<file path="src/rtl/core/box_downsample_palette_match_unit_assert.svh">
// ----------------------------------------------------------------------------
// Assertion macros for the box downsample palette match unit
// Helpers for the concurrent checks at the end of the top RTL module.
// ----------------------------------------------------------------------------
`ifndef BOX_DOWNSAMPLE_PALETTE_MATCH_UNIT_ASSERT_SVH
`define BOX_DOWNSAMPLE_PALETTE_MATCH_UNIT_ASSERT_SVH

// Consequent must hold in the same cycle as the antecedent.
`define BDPM_ASSERT_NOW(label, clk, rst, ante, cons) \
   label: assert property (@(posedge clk) disable iff (rst) (ante) |-> (cons)) \
      else $error("bdpm: same-cycle check failed");

// Consequent must hold in the cycle after the antecedent.
`define BDPM_ASSERT_NEXT(label, clk, rst, ante, cons) \
   label: assert property (@(posedge clk) disable iff (rst) (ante) |=> (cons)) \
      else $error("bdpm: next-cycle check failed");

`endif

</file>
<file path="src/rtl/core/bdpm_pkg.sv">
// ----------------------------------------------------------------------------
// Box downsample palette match package
// Field layout, codes and shared types of the palette match unit.
// ----------------------------------------------------------------------------
package bdpm_pkg;

   localparam int CHAN_W       = 16;
   localparam int CODE_FIELD_W = 32;
   localparam int INDEX_W      = 8;
   localparam int UNKNOWN_W    = 3;
   localparam int SUM_W        = 18;
   localparam int FIT_W        = 34;
   localparam int BLOCK_PIXELS = 4;
   localparam int AVG_SHIFT    = 2;
   localparam int WIDE_W       = 14;

   // request tdata layout, lowest bit first
   localparam int REQ_INDEX_LSB = 0;
   localparam int REQ_CODE_LSB  = 8;
   localparam int REQ_RED_LSB   = 40;
   localparam int REQ_GREEN_LSB = 56;
   localparam int REQ_BLUE_LSB  = 72;
   localparam int REQ_PIX_LSB   = 88;
   localparam int REQ_DATA_W    = 216;

   localparam int RSP_DATA_W    = 48;

   localparam int CSR_ADDR_W    = 1;
   localparam int CSR_DATA_W    = 9;

   localparam logic [CSR_ADDR_W-1:0] CSR_USE_AVERAGING = 1'b0;
   localparam logic [CSR_ADDR_W-1:0] CSR_PALETTE_COUNT = 1'b1;

   localparam logic CMD_WRITE_ENTRY = 1'b0;
   localparam logic CMD_BLOCK       = 1'b1;

   typedef struct packed {
      logic [CHAN_W-1:0] red;
      logic [CHAN_W-1:0] green;
      logic [CHAN_W-1:0] blue;
   } color_type;

   // palette entry moving along the match chain or into the distance unit
   typedef struct packed {
      logic      valid;
      color_type color;
   } link_type;

endpackage

</file>
<file path="src/rtl/core/bdpm_dist_unit.sv">
// ----------------------------------------------------------------------------
// Nearest color distance unit
// Pipelined squared RGB distance of each streamed palette entry to the
// block average, keeping the first entry with the least distance.
// ----------------------------------------------------------------------------
module bdpm_dist_unit #(
   parameter int PIXEL_BITS = 32,
   parameter int IDX_W      = 8
) (
   input  logic                  clock,
   input  logic                  reset,
   input  logic                  start,
   input  bdpm_pkg::link_type    in_link,
   input  logic [IDX_W-1:0]      in_idx,
   input  logic [PIXEL_BITS-1:0] in_code,
   input  bdpm_pkg::color_type   avg,
   output logic                  busy,
   output logic [IDX_W-1:0]      best_idx,
   output logic [PIXEL_BITS-1:0] best_code
);

   localparam int CW = bdpm_pkg::CHAN_W;
   localparam int SW = 2 * bdpm_pkg::CHAN_W;
   localparam int FW = bdpm_pkg::FIT_W;

   // stage 1: absolute differences
   logic                  v1_ff;
   logic [IDX_W-1:0]      idx1_ff;
   logic [PIXEL_BITS-1:0] code1_ff;
   logic [CW-1:0]         dr1_ff, dg1_ff, db1_ff;
   logic [CW-1:0]         dr_in, dg_in, db_in;
   // stage 2: squares
   logic                  v2_ff;
   logic [IDX_W-1:0]      idx2_ff;
   logic [PIXEL_BITS-1:0] code2_ff;
   logic [SW-1:0]         sr2_ff, sg2_ff, sb2_ff;
   // stage 3: fit
   logic                  v3_ff;
   logic [IDX_W-1:0]      idx3_ff;
   logic [PIXEL_BITS-1:0] code3_ff;
   logic [FW-1:0]         fit3_ff;
   // best tracker
   logic                  first_ff;
   logic                  take;
   logic [FW-1:0]         best_fit_ff;
   logic [IDX_W-1:0]      best_idx_ff;
   logic [PIXEL_BITS-1:0] best_code_ff;

   always_comb begin
      dr_in = (in_link.color.red > avg.red) ? in_link.color.red - avg.red
                                            : avg.red - in_link.color.red;
      dg_in = (in_link.color.green > avg.green) ? in_link.color.green - avg.green
                                                : avg.green - in_link.color.green;
      db_in = (in_link.color.blue > avg.blue) ? in_link.color.blue - avg.blue
                                              : avg.blue - in_link.color.blue;
   end

   assign take = v3_ff && (first_ff || (fit3_ff < best_fit_ff));

   always_ff @(posedge clock) begin
      if (reset) begin
         v1_ff    <= 1'b0;
         v2_ff    <= 1'b0;
         v3_ff    <= 1'b0;
         first_ff <= 1'b1;
      end else begin
         v1_ff <= in_link.valid;
         v2_ff <= v1_ff;
         v3_ff <= v2_ff;
         if (start) begin
            first_ff <= 1'b1;
         end else if (v3_ff) begin
            first_ff <= 1'b0;
         end
      end
   end

   always_ff @(posedge clock) begin
      idx1_ff  <= in_idx;
      code1_ff <= in_code;
      dr1_ff   <= dr_in;
      dg1_ff   <= dg_in;
      db1_ff   <= db_in;

      idx2_ff  <= idx1_ff;
      code2_ff <= code1_ff;
      sr2_ff   <= SW'(dr1_ff) * SW'(dr1_ff);
      sg2_ff   <= SW'(dg1_ff) * SW'(dg1_ff);
      sb2_ff   <= SW'(db1_ff) * SW'(db1_ff);

      idx3_ff  <= idx2_ff;
      code3_ff <= code2_ff;
      fit3_ff  <= FW'(sr2_ff) + FW'(sg2_ff) + FW'(sb2_ff);

      if (take) begin
         best_fit_ff  <= fit3_ff;
         best_idx_ff  <= idx3_ff;
         best_code_ff <= code3_ff;
      end
   end

   assign busy      = v1_ff || v2_ff || v3_ff;
   assign best_idx  = best_idx_ff;
   assign best_code = best_code_ff;

endmodule
</file>
<file path="config.mk">
export PLATFORM = sky130hd
export DESIGN_NAME = bdpm_dist_unit
export DESIGN_NICKNAME = d
export VERILOG_FILES = /design/src/rtl/core/box_downsample_palette_match_unit_assert.svh /design/src/rtl/core/bdpm_pkg.sv /design/src/rtl/core/bdpm_dist_unit.sv
export SDC_FILE = /design/constraint.sdc
export NUM_CORES = 2
export LEC_CHECK = 0
export BUFFER_PORTS_ARGS = -buffer_cell sky130_fd_sc_hd__buf_4
export CAP_MARGIN = 15
export CORE_MARGIN = 2
export CORE_UTILIZATION = 30
export CTS_CLUSTER_DIAMETER = 200
export DETAILED_ROUTE_END_ITERATION = 10
export PLACE_DENSITY = 0.53
export SLEW_MARGIN = 20
export SYNTH_ARGS = -nofsm -noshare
export SYNTH_HDL_FRONTEND = slang
export SYNTH_SLANG_ARGS = --single-unit
export TNS_END_PERCENT = 5
</file>
<file path="constraint.sdc">
create_clock -name clock -period 12.56 [get_ports clock]
set_input_delay 1.884 -clock clock [delete_from_list [all_inputs] [get_ports clock]]
set_output_delay 1.884 -clock clock [all_outputs]
set_load 0.01 [all_outputs]
</file>
# After elaboration in Yosys (flattened, before gate mapping)
# Cells that the tools add are included.
# W data, S select, Z words.
[totals] regBits=376 latchBits=0 mem_bits_rw=0 romBits=0 input_bits=140 memories=0
[op_classes] addsub=8 n_mul=3 div=0 n_lt_le_gt_ge=4 n_eq_ne=0 shift=0 muxes=3 bitwise_logic=0 reduce_logical=5
[ops] operator="$mul A16 B16 Y32" n=3
[ops] operator="$sub A16 B16 Y16" n=6
[ops] operator="$gt A16 B16 Y1" n=3
[ops] operator="$mux W16" n=3
[ops] operator="$add A33 B32 Y34" n=1
[ops] operator="$lt A34 B34 Y1" n=1
[ops] operator="$add A32 B32 Y33" n=1
[ops] operator="$logic_or A1 B1 Y1" n=3
[ops] operator="$reduce_or A2 Y1" n=1
[ops] operator="$logic_and A1 B1 Y1" n=1

# Depth between registers and ports, before layout
[depth] ltp_word=3 ltp_mapped=25 ltp_nobuf=24

# Least setup slack after synthesis
# Ideal clock, no wire load.
[synth_path] path_type="register to register" from="register dr1_ff[1]" to="register sr2_ff[30]" setup_ps=123 arrival_time_ps=5974 required_ps=12437 path_slack_ps=6463 stages_incl_launch_ff=26 path_buffers=2 path_cell_list="dfxtp_1 > clkbuf_1 > clkbuf_1 > and2_1 > fa_1 > inv_1 > fa_1 > inv_1 > fa_1 > inv_1 > fa_1 > inv_1 > fa_1 > inv_1 > fa_1 > inv_1 > ha_1 > a21o_1 > a21o_1 > a221o_1 > a31oi_2 > a2bb2oi_1 > o211ai_1 > a21oi_1 > o21ai_1 > xor2_1"
[synth_between] elab_chain_cells=1
[synth_rtl] element="start: declaration" line_no="bdpm_dist_unit.sv:30" source="logic [CW-1:0] dr1_ff, dg1_ff, db1_ff;"
[synth_rtl] element="start signal: assignment" line_no="bdpm_dist_unit.sv:81" source="dr1_ff <= dr_in;"
[synth_rtl] element="$mul A16 B16 Y32" line_no="bdpm_dist_unit.sv:87" source="sr2_ff <= SW'(dr1_ff) * SW'(dr1_ff);"
[synth_rtl] element="end signal: assignment" line_no="bdpm_dist_unit.sv:87"
[synth_rtl] element="end: declaration" line_no="bdpm_dist_unit.sv:36" source="logic [SW-1:0] sr2_ff, sg2_ff, sb2_ff;"
# No other way between the ends.
# A chain may end at the register's enable or synchronous reset.

# Worst setup path in the final report
[layout_path] from="register dr1_ff[3]" to="register sr2_ff[30]"
# The elaborated chain is that of the path after synthesis.

==> out/metrics.csv <==
stage,metric,value,unit
critical_path,cp.arrival,7170,ps
synthesis,yosys_register_bits,373,
critical_path,rr_startpoint,dr1_ff[3],
synthesis,synth_top_flop_cell,dfxtp_1,
clock_network,cts_tree,built,
place,dp.cells,5584,
flow_run,cap_violations,0,
critical_path,rr_endpoint,sr2_ff[30],
timing,fin_crit_sh,0.533,
critical_path,r2r_slack,5870,ps
timing,fin_skew,27.2,ps
timing,rsz0062_at_grt,false,
global_route,grt_pass1_vias,26400,
synthesis,ys_types,92,
die,core.rowCount,129,
critical_path,crit_path_start_kind,flop,
clock_network,cts_made_buffers,46,
clock_network,post_cts_buffers,0,
die,die_w,357,um
synthesis,async_flop_share,0,
die,initial_utilization,0.302,
global_route,grt_max_degree,58,
clock_network,clockBufferDepth,3,
synthesis,ys_warn_count,0,
layout,fin_cells,5671,
critical_path,cp_cell_sequence,inv_1 > nor2_1 > fa_1 > inv_1 > fa_1 > inv_1 > fa_1 > inv_1 > fa_1 > inv_1 > fa_1 > inv_1 > fa_1 > inv_1 > ha_1 > a21o_1 > a21o_1 > a221o_1 > a31oi_2 > a2bb2oi_1 > o211ai_1 > a21oi_1 > o21ai_1 > xor2_1,
worst_hold_path,min_from,code2_ff[31],
outcome,status,"complete, but fails checks",
place,numPortBuffers,180,
route,ant_nets,0,
synthesis,seq_area_frac_synth,0.219,
critical_path,slowest_stage,fa_1,
route,wire_per_inst,14.2,um
layout,multiInputGateArea,25500,sq um
global_route,grt_pass1_wl,135000,um
die,core,124000,sq um
global_route,grt_usage,0.130,
synthesis,syn_avg_cell_area,9.70,sq um
outcome,violations,DRC,
clock_network,clk_latency,610,ps
critical_path,crit_top_cell,inv_1,
die,ios,181,
critical_path,slowest_delay,530,ps
layout,regArea,8210,sq um
timing,tightestPinTransition,1040,ps
global_route,antenna_found_initial,0,
route,vias,25000,
timing,fmaxAchievable,149,MHz
route,drc,28,
route,routed_wl,80800,um
clock_network,cts_sinks,373,
synthesis,synth_cells,3857,
worst_hold_path,min_to,code3_ff[31],
place,dp_hpwl,66800,um
critical_path,critical_path_class,reg2reg,
worst_hold_path,whs_path_depth,0,
timing,tns,0,ps
layout,syn_to_final_growth,12.2,%
synthesis,netlist_area,37400,sq um
clock_network,clk_pin_slew,60,ps
route,drt_pre_antenna_iters,10,
clock_network,cts.repair.resized,0,
route,routed_via_density,4.41,
place,place_congestion,0.818,
timing,period_needed,6690,ps
die,dieArea,128000,sq um
die,die_y,357,um
critical_path,endpoint_kind,flop,
critical_path,cp_max_fo,12,
layout,n_fill_cell,12700,
layout,fin_nets,5121,
clock_network,hold_buffers,0,
layout,post-route-util,0.339,
synthesis,synth_edf_count,74,
global_route,grt-ovfl-total,0,
timing,max_slew_margin,0.307,
timing,report.final.slew_viol_count,0,
timing,hold_viol,0,
timing,setup_violations,0,
worst_hold_path,hp-class,reg2reg,
route,first_iter_violations,1062,
critical_path,cp.required,13040,ps
clock_network,root_buffer,clkbuf_16,
layout,drive_gt1_frac,0.0821,
clock_network,htree_levels,2,
critical_path,r2r_cells,24,
==> synth_stat cells (4+ instances only) <==
library cell / instances / share of area
nor2_1: 131 / 0.013
o21ai_1: 24 / 0.0032
nand2b_1: 25 / 0.0042
o31ai_1: 6 / 0.0012
o21bai_1: 22 / 0.0044
a31o_2: 13 / 0.0030
nor2b_1: 37 / 0.0062
nor3_1: 31 / 0.0041
ha_1: 462 / 0.15
fa_1: 524 / 0.28
inv_1: 904 / 0.091
xnor2_1: 119 / 0.028
o211ai_1: 7 / 0.0014
clkbuf_1: 77 / 0.0077
o21ai_0: 73 / 0.0098
a31oi_1: 22 / 0.0037
and3_1: 17 / 0.0028
buf_2: 9 / 0.0012
dfxtp_1: 299 / 0.16
a211oi_1: 17 / 0.0034
nand2_1: 288 / 0.029
mux2i_1: 31 / 0.0083
a21oi_1: 170 / 0.023
edfxtp_1: 74 / 0.059
or2_2: 20 / 0.0033
nand3_1: 31 / 0.0041
a21boi_0: 6 / 0.0012
xor2_1: 58 / 0.014
and2_1: 117 / 0.020
a2111oi_0: 4 / 0.00094
a221oi_1: 6 / 0.0014
nand4_1: 25 / 0.0042
a21o_1: 87 / 0.017
or3_1: 6 / 0.0010
o21a_1: 20 / 0.0040
==> cells in the final DEF, fill, tap and decap left out, types with 25 or more instances in the layout <==
cell type    n
nor2b_1     37
dfxtp_1    299
buf_4      181
ha_1       462
fa_1       524
nand2b_1    25
mux2i_1     31
clkbuf_16   47
inv_1      904
and2_1     117
a21oi_1    170
xor2_1      58
nand3_1     31
a21o_1      87
nor2_1     131
xnor2_1    119
nand4_1     25
edfxtp_1    74
nor3_1      31
o21ai_0     73
nand2_1    288
==> how the worst max path moves through the flow <==
stage / start / to / slack [ps] / cells after the start
after floorplan: dr1_ff[1] / sr2_ff[30] / 6460 / 25
after global placement: dr1_ff[3] / sr2_ff[30] / 6040 / 24
after detailed placement: dr1_ff[8] / sr2_ff[30] / 5940 / 24
after CTS: dr1_ff[3] / sr2_ff[30] / 5910 / 24
after global routing: dg1_ff[3] / sg2_ff[30] / 5340 / 22
final: dr1_ff[3] / sr2_ff[30] / 5870 / 24
==> sequential cells by signal (all words and copies together) (netlist names), 8 cells and up <==
register	cells
idx2_ff	8
fit3_ff	34
best_code	32
code2_ff	32
db1_ff	16
sg2_ff	31
idx1_ff	8
idx3_ff	8
code1_ff	32
dr1_ff	16
best_fit_ff	34
dg1_ff	16
sb2_ff	31
code3_ff	32
sr2_ff	31
best_idx	8
==> through the flow <==
stage | worst slack (ps) | area (sq um) | hold WS [ps]
floorplan | 6460 | 37400 | 310
global placement | 6040 | 40500 | 310
detailed placement | 5940 | 40500 | 312
CTS | 5910 | 42000 | 324
global route | 5340 | 42000 | 329
finish | 5870 | 42000 | 323
==> critical path: cells and delay by family, from the launching register on <==
kind | cells | cell delay, ps
compound gates | 8 | 1850
buf+inv | 7 | 620
flops | 1 | 460
simple gates | 1 | 130
xor+xnor | 1 | 140
fa+ha+maj | 7 | 3360
==> metal layers <==
layer  global-route usage  wire, um
met2                0.228     39900
met1                0.170     36400
met3               0.0154      2790
met5                    0         0
met4               0.0321      1650
==> cell type report <==
cell class / instances / share of cell area
clock buffer: 56 / 0.0288
clock inverter: 30 / 0.00721
multi-input combinational: 2489 / 0.607
antenna: 1 / 0.0000596
timing repair buffer: 181 / 0.0324
inverter: 904 / 0.0808
tap: 1637 / 0.0488
sequential: 373 / 0.195
==> logic make-up (layout without fill, tap and decap cells) <==
kind of cell / count (synthesis) / count (layout) / synth area share
other: 1 / 4 / 0.000100
multiplexers: 37 / 37 / 0.0101
XOR/XNOR: 177 / 177 / 0.0414
AND/OR/NAND/NOR: 749 / 749 / 0.0970
AO/OA/AOI/OAI: 537 / 537 / 0.0962
adder cells (fa/ha/maj): 986 / 986 / 0.435
flip-flops: 373 / 373 / 0.219
buffers and inverters: 997 / 1171 / 0.101
Power is left out: the tool's default activity adds up to more than one toggle a clock period on the data nets, which glitch-free logic cannot reach.
