### config.mk
export PLATFORM = sky130hd
export DESIGN_NAME = bdpm_match_cell
export DESIGN_NICKNAME = d
export VERILOG_FILES = /design/src/rtl/core/box_downsample_palette_match_unit_assert.svh /design/src/rtl/core/bdpm_pkg.sv /design/src/rtl/core/bdpm_match_cell.sv
export SDC_FILE = /design/constraint.sdc
export NUM_CORES = 1
export LEC_CHECK = 0
export BUFFER_PORTS_ARGS = -buffer_cell sky130_fd_sc_hd__buf_2
export CAP_MARGIN = 20
export CELL_PAD_IN_SITES_DETAIL_PLACEMENT = 1
export CELL_PAD_IN_SITES_GLOBAL_PLACEMENT = 1
export CORE_ASPECT_RATIO = 1.75
export CORE_MARGIN = 10
export CORE_UTILIZATION = 29
export DETAILED_ROUTE_END_ITERATION = 16
export PLACE_DENSITY_LB_ADDON = 0.1
export SKIP_CTS_REPAIR_TIMING = 1
export SLEW_MARGIN = 20
export SYNTH_ARGS = -nofsm -noshare
export SYNTH_HDL_FRONTEND = slang
export SYNTH_SLANG_ARGS = --single-unit
### constraint.sdc
create_clock -name clock -period 3.4 [get_ports clock]
set_clock_uncertainty 0.15 [all_clocks]
set_input_delay 0.34 -clock clock [delete_from_list [all_inputs] [get_ports clock]]
set_output_delay 0.34 -clock clock [all_outputs]
set_load 0.005 [all_outputs]
### src/rtl/core/box_downsample_palette_match_unit_assert.svh
// ----------------------------------------------------------------------------
// Assertion macros for the box downsample palette match unit
// Helpers for the concurrent checks at the end of the top RTL module.
// ----------------------------------------------------------------------------
`ifndef BOX_DOWNSAMPLE_PALETTE_MATCH_UNIT_ASSERT_SVH
`define BOX_DOWNSAMPLE_PALETTE_MATCH_UNIT_ASSERT_SVH

// Consequent must hold in the same cycle as the antecedent.
`define BDPM_ASSERT_NOW(label, clk, rst, ante, cons) \
   label: assert property (@(posedge clk) disable iff (rst) (ante) |-> (cons)) \
      else $error("bdpm: same-cycle check failed");

// Consequent must hold in the cycle after the antecedent.
`define BDPM_ASSERT_NEXT(label, clk, rst, ante, cons) \
   label: assert property (@(posedge clk) disable iff (rst) (ante) |=> (cons)) \
      else $error("bdpm: next-cycle check failed");

`endif

### src/rtl/core/bdpm_pkg.sv
// ----------------------------------------------------------------------------
// Box downsample palette match package
// Field layout, codes and shared types of the palette match unit.
// ----------------------------------------------------------------------------
package bdpm_pkg;

   localparam int CHAN_W       = 16;
   localparam int CODE_FIELD_W = 32;
   localparam int INDEX_W      = 8;
   localparam int UNKNOWN_W    = 3;
   localparam int SUM_W        = 18;
   localparam int FIT_W        = 34;
   localparam int BLOCK_PIXELS = 4;
   localparam int AVG_SHIFT    = 2;
   localparam int WIDE_W       = 14;

   // request tdata layout, lowest bit first
   localparam int REQ_INDEX_LSB = 0;
   localparam int REQ_CODE_LSB  = 8;
   localparam int REQ_RED_LSB   = 40;
   localparam int REQ_GREEN_LSB = 56;
   localparam int REQ_BLUE_LSB  = 72;
   localparam int REQ_PIX_LSB   = 88;
   localparam int REQ_DATA_W    = 216;

   localparam int RSP_DATA_W    = 48;

   localparam int CSR_ADDR_W    = 1;
   localparam int CSR_DATA_W    = 9;

   localparam logic [CSR_ADDR_W-1:0] CSR_USE_AVERAGING = 1'b0;
   localparam logic [CSR_ADDR_W-1:0] CSR_PALETTE_COUNT = 1'b1;

   localparam logic CMD_WRITE_ENTRY = 1'b0;
   localparam logic CMD_BLOCK       = 1'b1;

   typedef struct packed {
      logic [CHAN_W-1:0] red;
      logic [CHAN_W-1:0] green;
      logic [CHAN_W-1:0] blue;
   } color_type;

   // palette entry moving along the match chain or into the distance unit
   typedef struct packed {
      logic      valid;
      color_type color;
   } link_type;

endpackage

### src/rtl/core/bdpm_match_cell.sv
// ----------------------------------------------------------------------------
// Palette match cell
// Holds one block code, catches the color of the first palette entry that
// carries it and hands each entry on to the next cell.
// ----------------------------------------------------------------------------
module bdpm_match_cell #(
   parameter int PIXEL_BITS = 32
) (
   input  logic                       clock,
   input  logic                       reset,
   input  logic                       start,
   input  logic [PIXEL_BITS-1:0]      load_code,
   input  bdpm_pkg::link_type         in_link,
   input  logic [PIXEL_BITS-1:0]      in_code,
   output bdpm_pkg::link_type         out_link,
   output logic [PIXEL_BITS-1:0]      out_code,
   output logic                       found,
   output bdpm_pkg::color_type        color
);

   logic                  valid_ff;
   bdpm_pkg::color_type   pass_color_ff;
   logic [PIXEL_BITS-1:0] pass_code_ff;
   logic [PIXEL_BITS-1:0] code_ff;
   logic                  found_ff;
   logic                  found_in;
   logic                  hit;
   bdpm_pkg::color_type   color_ff;

   // only the first hit counts: entries arrive in index order
   assign hit      = in_link.valid && !found_ff && (in_code == code_ff);
   assign found_in = start ? 1'b0 : (found_ff || hit);

   always_ff @(posedge clock) begin
      if (reset) begin
         valid_ff <= 1'b0;
         found_ff <= 1'b0;
      end else begin
         valid_ff <= in_link.valid;
         found_ff <= found_in;
      end
   end

   always_ff @(posedge clock) begin
      pass_color_ff <= in_link.color;
      pass_code_ff  <= in_code;
      if (start) begin
         code_ff <= load_code;
      end
      if (hit) begin
         color_ff <= in_link.color;
      end
   end

   assign out_link.valid = valid_ff;
   assign out_link.color = pass_color_ff;
   assign out_code       = pass_code_ff;
   assign found          = found_ff;
   assign color          = color_ff;

endmodule

# Word level (Yosys, flattened, before mapping)

Index checks and enable logic that the tools add are counted.

Register bits after elaboration: 162
Bits of input ports: 116
Output and inout bits: 130
Word-level logic and storage cells: 16

Eq/ne operators: 1
Reductions and logical operators: 5

Operators by type and width:

| operator           | number |
|---|---|
| == test 32 bit     | 1 |
| logical AND 1 bit  | 2 |
| OR reduction 2 bit | 1 |
| logical NOT 1 bit  | 1 |
| logical OR 1 bit   | 1 |

# Longest topological paths before layout

Gate-level depths: netlist of run 1.

Depth in word-level cells: 4
Gate-level depth with buffers: 5
Depth with buffers taken out: 5

# Least setup slack after synthesis of run 1

No wires, ideal clock.

Path kind: flip-flop to flip-flop
Start: register code_ff[18]
End: register color_ff (netlist bit color[0]), enable pin
Setup time: 410 ps
Arrival time: 2109 ps
Data required time: 2840 ps
Path slack: 731 ps
Cell stages (with the launch flop): 5
Path buffers: 0
Period minus slack after synthesis: 2669 ps
Path through: edfxtp_1 xnor2_1 nand4_1 nor4_1 and4_1

Word-level cells in the longest chain between the ends: 2

RTL lines:

| element                | RTL line              | text |
|---|---|---|
| from (decl)            | bdpm_match_cell.sv:24 | `logic [PIXEL_BITS-1:0] code_ff;` |
| from (signal assigned) | bdpm_match_cell.sv:48 | `code_ff <= load_code;` |
| == test 32 bit         | bdpm_match_cell.sv:31 | `assign hit = in_link.valid && !found_ff && (in_code == code_ff);` |
| logical AND 1 bit      | bdpm_match_cell.sv:31 |  |
| via hit                | bdpm_match_cell.sv:27 | `logic hit;` |
| to (signal assigned)   | bdpm_match_cell.sv:51 | `color_ff <= in_link.color;` |
| to (decl)              | bdpm_match_cell.sv:28 | `bdpm_pkg::color_type color_ff;` |

The timed path passes the listed nets, and every way through them passes these cells.
A chain may end at the register's enable or synchronous reset.

# Final worst setup path of run 1

Start: input port in_code[13]
End: register color_ff (netlist bit color[18]), enable pin

Word-level cells in the longest chain between the ends: 2

RTL lines:

| element           | RTL line              | text |
|---|---|---|
| from (decl)       | bdpm_match_cell.sv:14 | `input logic [PIXEL_BITS-1:0] in_code,` |
| == test 32 bit    | bdpm_match_cell.sv:31 |  |
| logical AND 1 bit | bdpm_match_cell.sv:31 |  |
| via hit           | bdpm_match_cell.sv:27 |  |

The timed path passes the listed nets, and every way through them passes these cells.

==> results, run 1 <==
- The flow ran to the end, and the final reports show no timing, DRC or antenna violations.
- The finished cells cover 7611 um2.
- The final number of max-transition violations is 0.
- The global-route wire length before repair is ~18 mm.
- The nature of the critical path endpoint is a register.
- Clock latency on the worst-skew pair, taken at its later pin, is just over 0.4 ns.
- The detail route stage leaves a number of antenna-violating nets equal to 0.
- After detailed routing, the average wire length per cell comes to 17.55 um.
- Wire segments on met2 add up to around 7.5 mm in the final route.
- The cell area that synthesis handed to floorplanning was 4430 um2.
- In this run the static leakage power is 3.268 nW.
- In the synthesized netlist, the number of instances is 213.
- The placer's final routability congestion estimate is between 0.6 and 0.7.
- The maximum fanout along the worst path is 26.
- In the detailed route, the total length drawn on met3 is ~1.4 mm.
- The number of hold violations in the final report was 0.
- The number of placement rows is 59.
- In this run the number of H-tree levels came out at 4.
- IR analysis of the VDD net gives a maximum drop of 307.4 uV.
- The TritonCTS clock tree is done.
- The arrival time at the worst endpoint is 2.70 ns.
- Setup repair after global routing left no endpoint under its margin.
- When the netlist entered floorplanning its net count stood at approximately 330.
- Global routing consumed, over all layers together, 11.54% of the routing resources.
- The fraction of final layout cells with drive strength greater than 1 is a little under half.
- Summed over all failing endpoints, the final setup total negative slack is 0 ns.
- The number of max-capacitance violations reported is 0.
- Detailed routing inserted a total of between 3000 and 4000 vias.
- For this run, the post-layout net count is slightly above 700.
- The number of cells on the worst hold path is 2.
- The cell chosen for the clock root is sky130_fd_sc_hd__clkbuf_16.
- Measured along the y axis, the die boundary spans about 180 um.
- The setup check on the worst reg-to-reg path leaves a slack of between 0.8 and 0.9 ns.
- The mean post-synth cell area is between 20 and 25 um2.
- At the placement stage, the worst setup path has a slack of between 0.6 and 0.7 ns.
- The footprint of the multi-input gates is approximately 370 um2.
- The origin of the critical flop-to-flop path is code_ff[18].
- The endpoint of the worst register-to-register path is color[18].
- By area the synthesized netlist is led by sky130_fd_sc_hd__edfxtp_1 (54%), sky130_fd_sc_hd__dfxtp_1 (37%), sky130_fd_sc_hd__xnor2_1 (5.3%).
- The worst slew margin relative to its limit is just under 50%.
- After floorplanning, the core was sized to cover roughly 15000 um2.
- CTS saw about 160 sinks.
- Counting the buffers created by CTS gives 17.
- The die covers roughly 21000 um2.
- The number of different library cells used by synthesis comes to 17.
- Using the TritonRoute via totals, the vias-per-cell ratio works out to 4.067.
- The area taken by flip-flops and latches is between 4000 and 5000 um2.
- The overflow left after global routing is 0.
- Relative to the synthesized area, the layout overhead comes to 71.79%.
- The library cell with the largest summed area after synthesis is sky130_fd_sc_hd__edfxtp_1.
- The number of antenna violations at the first check in global routing is 0.
- The share of the synthesized area in the top cell type is between 50% and 60%.
- The pin count of the biggest net entering global routing is 34.
- Pin placement for this block handled 246 I/O pins.
- After layout, the worst setup slack is about 0.65 ns.
- The number of global-route vias before repair is 3187.
- The share of the cycle needed by the critical path after routing is 80.98%.
- The cell depth of the worst flop-to-flop path is 5.
- The highest routing layer actually used is met4.
- The final count of negative-setup-slack endpoints is 0.
- The flop and latch count out of synthesis is about 160.
- The count of input and output buffers is ~250.
- For this run, the register share of the synthesized area comes to about nine tenths.
- The final critical-path required period is 2.753 ns.
- The maximum clock frequency is 363.2 MHz.
- The longest clock path from root to sink contains 2 buffers.
- The DRC violations left is 0.
- For this block, the initial DRC count from the detailed router was a little over 90.
- The setup path with the least slack is of type in2reg.
- The floorplan die width is ~110 um.
- The tightest min-delay check is of the in2reg type.
- The startpoint identified for the worst hold timing path is in_link[48].
- The routed design has between 10 and 15 mm of wire.
- STA puts the critical path data required time at 3.35 ns.
- The slew at the pin closest to its max-slew limit is between 0.7 and 0.8 ns.
- The HPWL after detailed placement is ~10 mm.
- After clock tree synthesis, the clock-pin slew on the worst setup and hold paths is roughly 0.060 ns.
- The standard cell area after detailed placement is ~5900 um2.
- The initial utilization of the core area, before any placement, comes to just under 30%.
- The total power density per cell area is 565.0 nW/um2.
- For this block, wires on met1 add up to 4.864 mm.
- STA classifies the critical path startpoint as an input port.
- The first detailed-routing pass took 4 iterations.
- Final hold analysis gives a worst-case slack of roughly 0.019 ns.
- The layout has roughly 1500 filler cells.
- Yosys printed 0 warnings.
- The worst hold path terminates at valid_ff.
[power by group]
group	internal, mW	switching, mW
Clock	1.03	0.802
Sequential	2.13	0.0251
Combinational	0.195	0.112
[stage by stage]
stage	power (mW)	std cells	utilization, %
after floorplan	2.251	213	-
after global placement	2.402	642	39.61
after detailed placement	2.408	642	39.61
after CTS	4.272	674	43.44
after global routing	4.496	787	51.02
final	4.300	788	51.04
[state kept, by name, summed over array words and instances (netlist names)]
register  count
found         1
out_link     48
valid_ff      1
code_ff      32
color        48
out_code     32
[critical path, stage by stage]
cell and delay, ns:
sky130_fd_sc_hd__dlygate4sd3_1 0.54, sky130_fd_sc_hd__buf_2 0.14, sky130_fd_sc_hd__xnor2_1 0.14, sky130_fd_sc_hd__nand4_1 0.15, sky130_fd_sc_hd__nor4_1 0.40, sky130_fd_sc_hd__and4_2 0.70, sky130_fd_sc_hd__buf_12 0.27
[layout by cell type, fill, tap and decap left out]
cell type | Yosys | final
sky130_fd_sc_hd__a222oi_1 | 1 | 1
sky130_fd_sc_hd__and4_2 | 0 | 1
sky130_fd_sc_hd__buf_12 | 0 | 1
sky130_fd_sc_hd__buf_2 | 0 | 245
sky130_fd_sc_hd__buf_4 | 1 | 1
sky130_fd_sc_hd__bufinv_16 | 0 | 1
sky130_fd_sc_hd__clkbuf_1 | 0 | 1
sky130_fd_sc_hd__clkbuf_16 | 0 | 17
sky130_fd_sc_hd__clkinv_2 | 0 | 2
sky130_fd_sc_hd__clkinv_4 | 0 | 1
sky130_fd_sc_hd__clkinvlp_4 | 0 | 2
sky130_fd_sc_hd__dfxtp_1 | 82 | 82
sky130_fd_sc_hd__diode_2 | 0 | 1
sky130_fd_sc_hd__dlygate4sd3_1 | 0 | 113
sky130_fd_sc_hd__edfxtp_1 | 80 | 80
sky130_fd_sc_hd__inv_1 | 3 | 3
sky130_fd_sc_hd__inv_6 | 0 | 5
sky130_fd_sc_hd__inv_8 | 0 | 3
sky130_fd_sc_hd__nand3_1 | 1 | 1
sky130_fd_sc_hd__nand4_1 | 6 | 6
sky130_fd_sc_hd__nor2_1 | 1 | 1
sky130_fd_sc_hd__nor2b_1 | 2 | 2
sky130_fd_sc_hd__nor3_1 | 1 | 1
sky130_fd_sc_hd__nor4_1 | 2 | 2
sky130_fd_sc_hd__o21a_1 | 1 | 1
sky130_fd_sc_hd__o21ai_0 | 1 | 1
sky130_fd_sc_hd__o22ai_1 | 1 | 1
sky130_fd_sc_hd__xnor2_1 | 27 | 27
sky130_fd_sc_hd__xor2_1 | 2 | 2
[synth_stat cells]
cell,number
sky130_fd_sc_hd__nand4_1,6
sky130_fd_sc_hd__o21ai_0,1
sky130_fd_sc_hd__nor4_1,2
sky130_fd_sc_hd__nor3_1,1
sky130_fd_sc_hd__inv_1,3
sky130_fd_sc_hd__nor2b_1,2
sky130_fd_sc_hd__xor2_1,2
sky130_fd_sc_hd__o21a_1,1
sky130_fd_sc_hd__o22ai_1,1
sky130_fd_sc_hd__nand3_1,1
sky130_fd_sc_hd__buf_4,1
sky130_fd_sc_hd__a222oi_1,1
sky130_fd_sc_hd__edfxtp_1,80
sky130_fd_sc_hd__dfxtp_1,82
sky130_fd_sc_hd__xnor2_1,27
sky130_fd_sc_hd__nor2_1,1
sky130_fd_sc_hd__and4_1,1
[kinds of logic (layout without fill, tap and decap cells)]
logic type / count (synthesis) / in the layout / share of synthesized area, %
DFF: 162 / 162 / 91.27
and+or+nand+nor: 14 / 14 / 1.920
buffers and inverters: 4 / 395 / 0.4237
xor gates and xnor gates: 29 / 29 / 5.733
AOI/OAI and AO/OA: 4 / 4 / 0.6496
other: 0 / 1 / 0
[final cells by class]
cell class | count | area share (%)
antenna | 1 | 0.03288
clock buffer | 18 | 5.639
clock inverter | 14 | 1.858
inverter | 3 | 0.1480
multi-input combinational | 47 | 4.850
sequential | 162 | 53.13
tap | 183 | 3.008
timing repair buffer | 360 | 31.33
[per-layer routing]
layer	track usage [%]	up-vias
met5	0	-
met4	4.536	0
met3	6.340	7
met2	19.77	161
met1	11.29	1513
li1	-	1524
[worst max-delay path by stage]
| stage | start | end | slack (ns) | depth (start not counted) |
|---|---|---|---|---|
| floorplan | code_ff[18] | color[0] | 0.73 | 4 |
| global placement | in_code[0] | color[25] | 0.75 | 6 |
| detailed placement | in_code[18] | color[25] | 0.70 | 6 |
| CTS | code_ff[18] | color[35] | 0.71 | 5 |
| global route | in_code[19] | color[18] | 0.52 | 7 |
| finish | in_code[13] | color[18] | 0.65 | 7 |
(Power assumes the default switching activity.)
==> run 2, diff against run 1 <==
==> constraint.sdc (replaced) <==
create_clock -name clock -period 2.5 [get_ports clock]
set_clock_uncertainty 0.15 [all_clocks]
set_input_delay 0.25 -clock clock [delete_from_list [all_inputs] [get_ports clock]]
set_output_delay 0.25 -clock clock [all_outputs]
set_load 0.005 [all_outputs]
==> run 2 against run 1 <==
  * First-iteration DRC count is 13% lower
  * Critical path type unchanged
  * Die area stayed put
  * Sequential power is 36% higher
  * Global-route usage is 0.12 points higher
  * Largest cell class unchanged
  * Via count is 0.87% lower
  * Flip-flop and latch count stayed put
  * Utilization is 0.076 points higher
  * Routed wire length is 2.0% lower
==> results, run 2 (synthesis gave the netlist of run 1 again) <==
- For this run, the slowest stage of the critical path takes ~0.54 ns.
- The initial standard-cell utilization of the core is between 20 and 30%.
- The kind of start point of the critical path is an input port.
- The endpoint of the worst register-to-register path is color[20].
- Detailed placement ended at an HPWL of 10.23 mm.
- The area growth from synthesis to layout is 72.04%.
- For the worst-skew pair, the clock arrives at the later sink with an insertion delay of about 0.42 ns.
- For flop-to-flop paths, the worst setup slack is slightly below 0.3 ns.
- The total via count in the routed design is 3177.
- The total power density per cell area is between 700 and 800 nW/um2.
- The floorplan die width is approximately 110 um.
- The start point of the worst min-delay path is start.
- The worst setup path startpoint is in_code[0].
- At the worst endpoint, the required time is ~2.5 ns.
- For this run, the post-layout net count is 707.
- The cell depth of the worst flop-to-flop path is 5.
- The placer's final routability congestion estimate is approximately 0.7.
- The area of the die is around 21000 um2.
- The arrival time at the worst endpoint is around 2.2 ns.
- The detailed router finished its first iteration with 80 violations.
- The cell chosen for the clock root is sky130_fd_sc_hd__clkbuf_16.
- For the final routed database, the setup TNS stands at 0 ns.
- Dividing the detail-routed via count by the number of cells gives a little over 4.
- The number of placement rows is 59.
- The first TritonRoute pass finished after 4 iterations.
- The final critical-path required period is 2.284 ns.
- The min-delay analysis places its worst path in the category in2reg.
- Leaving out fill and tap cells, the most frequent cell in the layout is sky130_fd_sc_hd__buf_2.
- Grouping stages by cell kind, the critical path spends the most delay in buffers and inverters.
- For this design the static power due to leakage is roughly 3.3 nW.
- The flow ran to the end, and the final reports show no timing, DRC or antenna violations.
- The post-detailed-route wirelength per cell is 17.17 um.
- The final count of negative-setup-slack endpoints is 0.
- The nature of the critical path endpoint is a register.
- The worst slew margin relative to its limit is a little under 50%.
- Leaving out filler cells and counting taps, the final layout contains 789.
- Entering global routing, the biggest net connects just under 50 pins.
- The critical path ends at color[20].
- The number of clock buffers added by TritonCTS is 17.
- After detailed routing, the number of remaining DRC violations is 0.
- The height of the chip is 183.5 um.
- The number of buffers and inverters on the critical path is 3.
- Global routing finished with a remaining overflow of 0.
- The worst-case IR drop observed on VDD is about 430 uV.
- The count of antenna-violating nets left after detailed routing is 0.
- The largest individual stage delay along the critical path comes from the cell sky130_fd_sc_hd__dlygate4sd3_1.
- CTS built an H-tree with a depth of 4.
- The overall fraction of global-route tracks in use is 11.66%.
- Walking the worst path, the cells encountered are dlygate4sd3_1 -> buf_2 -> xnor2_1 -> nand4_1 -> nor4_1 -> and4_2 -> buf_12.
- The number of cells on the critical path is 7.
- Timing would allow up to between 400 and 500 MHz.
- The worst setup path is of the in2reg kind.
- The share of the cycle needed by the critical path after routing is 91.34%.
- The number of hold violations in the final report is 0.
- In this run the cell area measured after placement is between 5000 and 6000 um2.
- The finished cells cover about 7600 um2.
- The number of global-route vias before repair is around 3100.
- The final number of max-transition violations is 0.
- Of all nets on the critical path, the largest fanout is between 40 and 50.
- The cell count after placement is 641.
- The clock transition time at the flip-flop clock pins of the worst setup and hold paths is approximately 0.07 ns.
- Across the run, the number of max-cap violations was 0.
- The origin of the critical flop-to-flop path is code_ff[18].
- The tightest hold path in the finished design has a slack of slightly below 0.3 ns.
- Leaving out fill and tap cells, the most frequent cells in the layout are sky130_fd_sc_hd__buf_2 (245), sky130_fd_sc_hd__dlygate4sd3_1 (114), sky130_fd_sc_hd__dfxtp_1 (82), sky130_fd_sc_hd__edfxtp_1 (80), sky130_fd_sc_hd__xnor2_1 (27).
- The TritonCTS clock tree is done.
- The routed design has 13.55 mm of wire.
- Counting every sink on the clock net gives roughly 160.
- The fraction of final layout cells with drive strength greater than 1 is between 40% and 50%.
- The first global-routing pass estimated between 15 and 20 mm of wire.
- The number of antenna violations at the first check in global routing is 2.
- The number of top-level design ports is around 250.
- In this run the standard cell core region covers 14910 um2.
- Setup repair after global routing left no endpoint under its margin.
- Input and output buffers added on the ports amount to around 250.
- For the pin with the worst max-slew slack, the measured transition is between 0.7 and 0.8 ns.
- The clock passes through at most 2 buffers.
==> run 2: cell types whose count changed in the layout (fill, tap and decap cells not counted), sizes merged <==
cell / previous run / this run
clkinvlp: 2 / 1
clkinv: 3 / 6
diode: 1 / 2
dlygate4sd3: 113 / 114
inv: 11 / 9
buf: 247 / 246
==> run 2: layout make-up <==
| cell class | count | area [um2] |
|---|---|---|
| inverters | 3 | 11.26 |
| clock inverters | 14 | 147.6 |
| repair buffers | 360 | 2387 |
| well taps | 183 | 229.0 |
| multi-input cells | 47 | 369.1 |
| fillers | 1528 | 7289 |
| clock buffers | 18 | 429.2 |
| flip-flops and latches | 162 | 4044 |
| diodes | 2 | 5.005 |
==> run 2: through the flow <==
| step | setup slack (ns) | total power, mW | utilization [%] |
|---|---|---|---|
| 6_report | 0.2164 | 5.865 | 51.12 |
| 5_1_grt | 0.04868 | 6.110 | 51.12 |
| 4_1_cts | 0.1491 | 5.813 | 43.43 |
| 3_5_place_dp | 0.1628 | 3.277 | 39.56 |
| 3_3_place_gp | 0.1613 | 3.266 | 39.56 |
| 2_1_floorplan | 0.2974 | 3.061 | - |
==> run 2: report_power, final <==
group          leakage (nW)  switching [mW]  internal (mW)  total (mW)
clock network         0.282            1.11           1.41        2.51
registers              1.44          0.0338           2.90        2.93
logic                  1.55           0.153          0.267       0.420
total                  3.27            1.29           4.57        5.86
==> run 2: layer usage <==
metal,GRT usage [%],up-vias,wire (um)
li1,-,1521,-
met3,6.013,19,1310
met4,5.861,0,330
met2,20.03,170,7080
met1,11.09,1467,4824
met5,0,-,0
==> run 2: how the worst min path moves through the flow <==
| stage | endpoint | cells past startpoint |
|---|---|---|
| 2_1_floorplan | out_code[0] | 0 |
| 3_3_place_gp | out_link[41] | 1 |
| 5_1_grt | out_link[28] | 2 |
| 6_report | code_ff[14] | 1 |
| 4_1_cts | out_link[40] | 1 |
| 3_5_place_dp | out_link[40] | 1 |
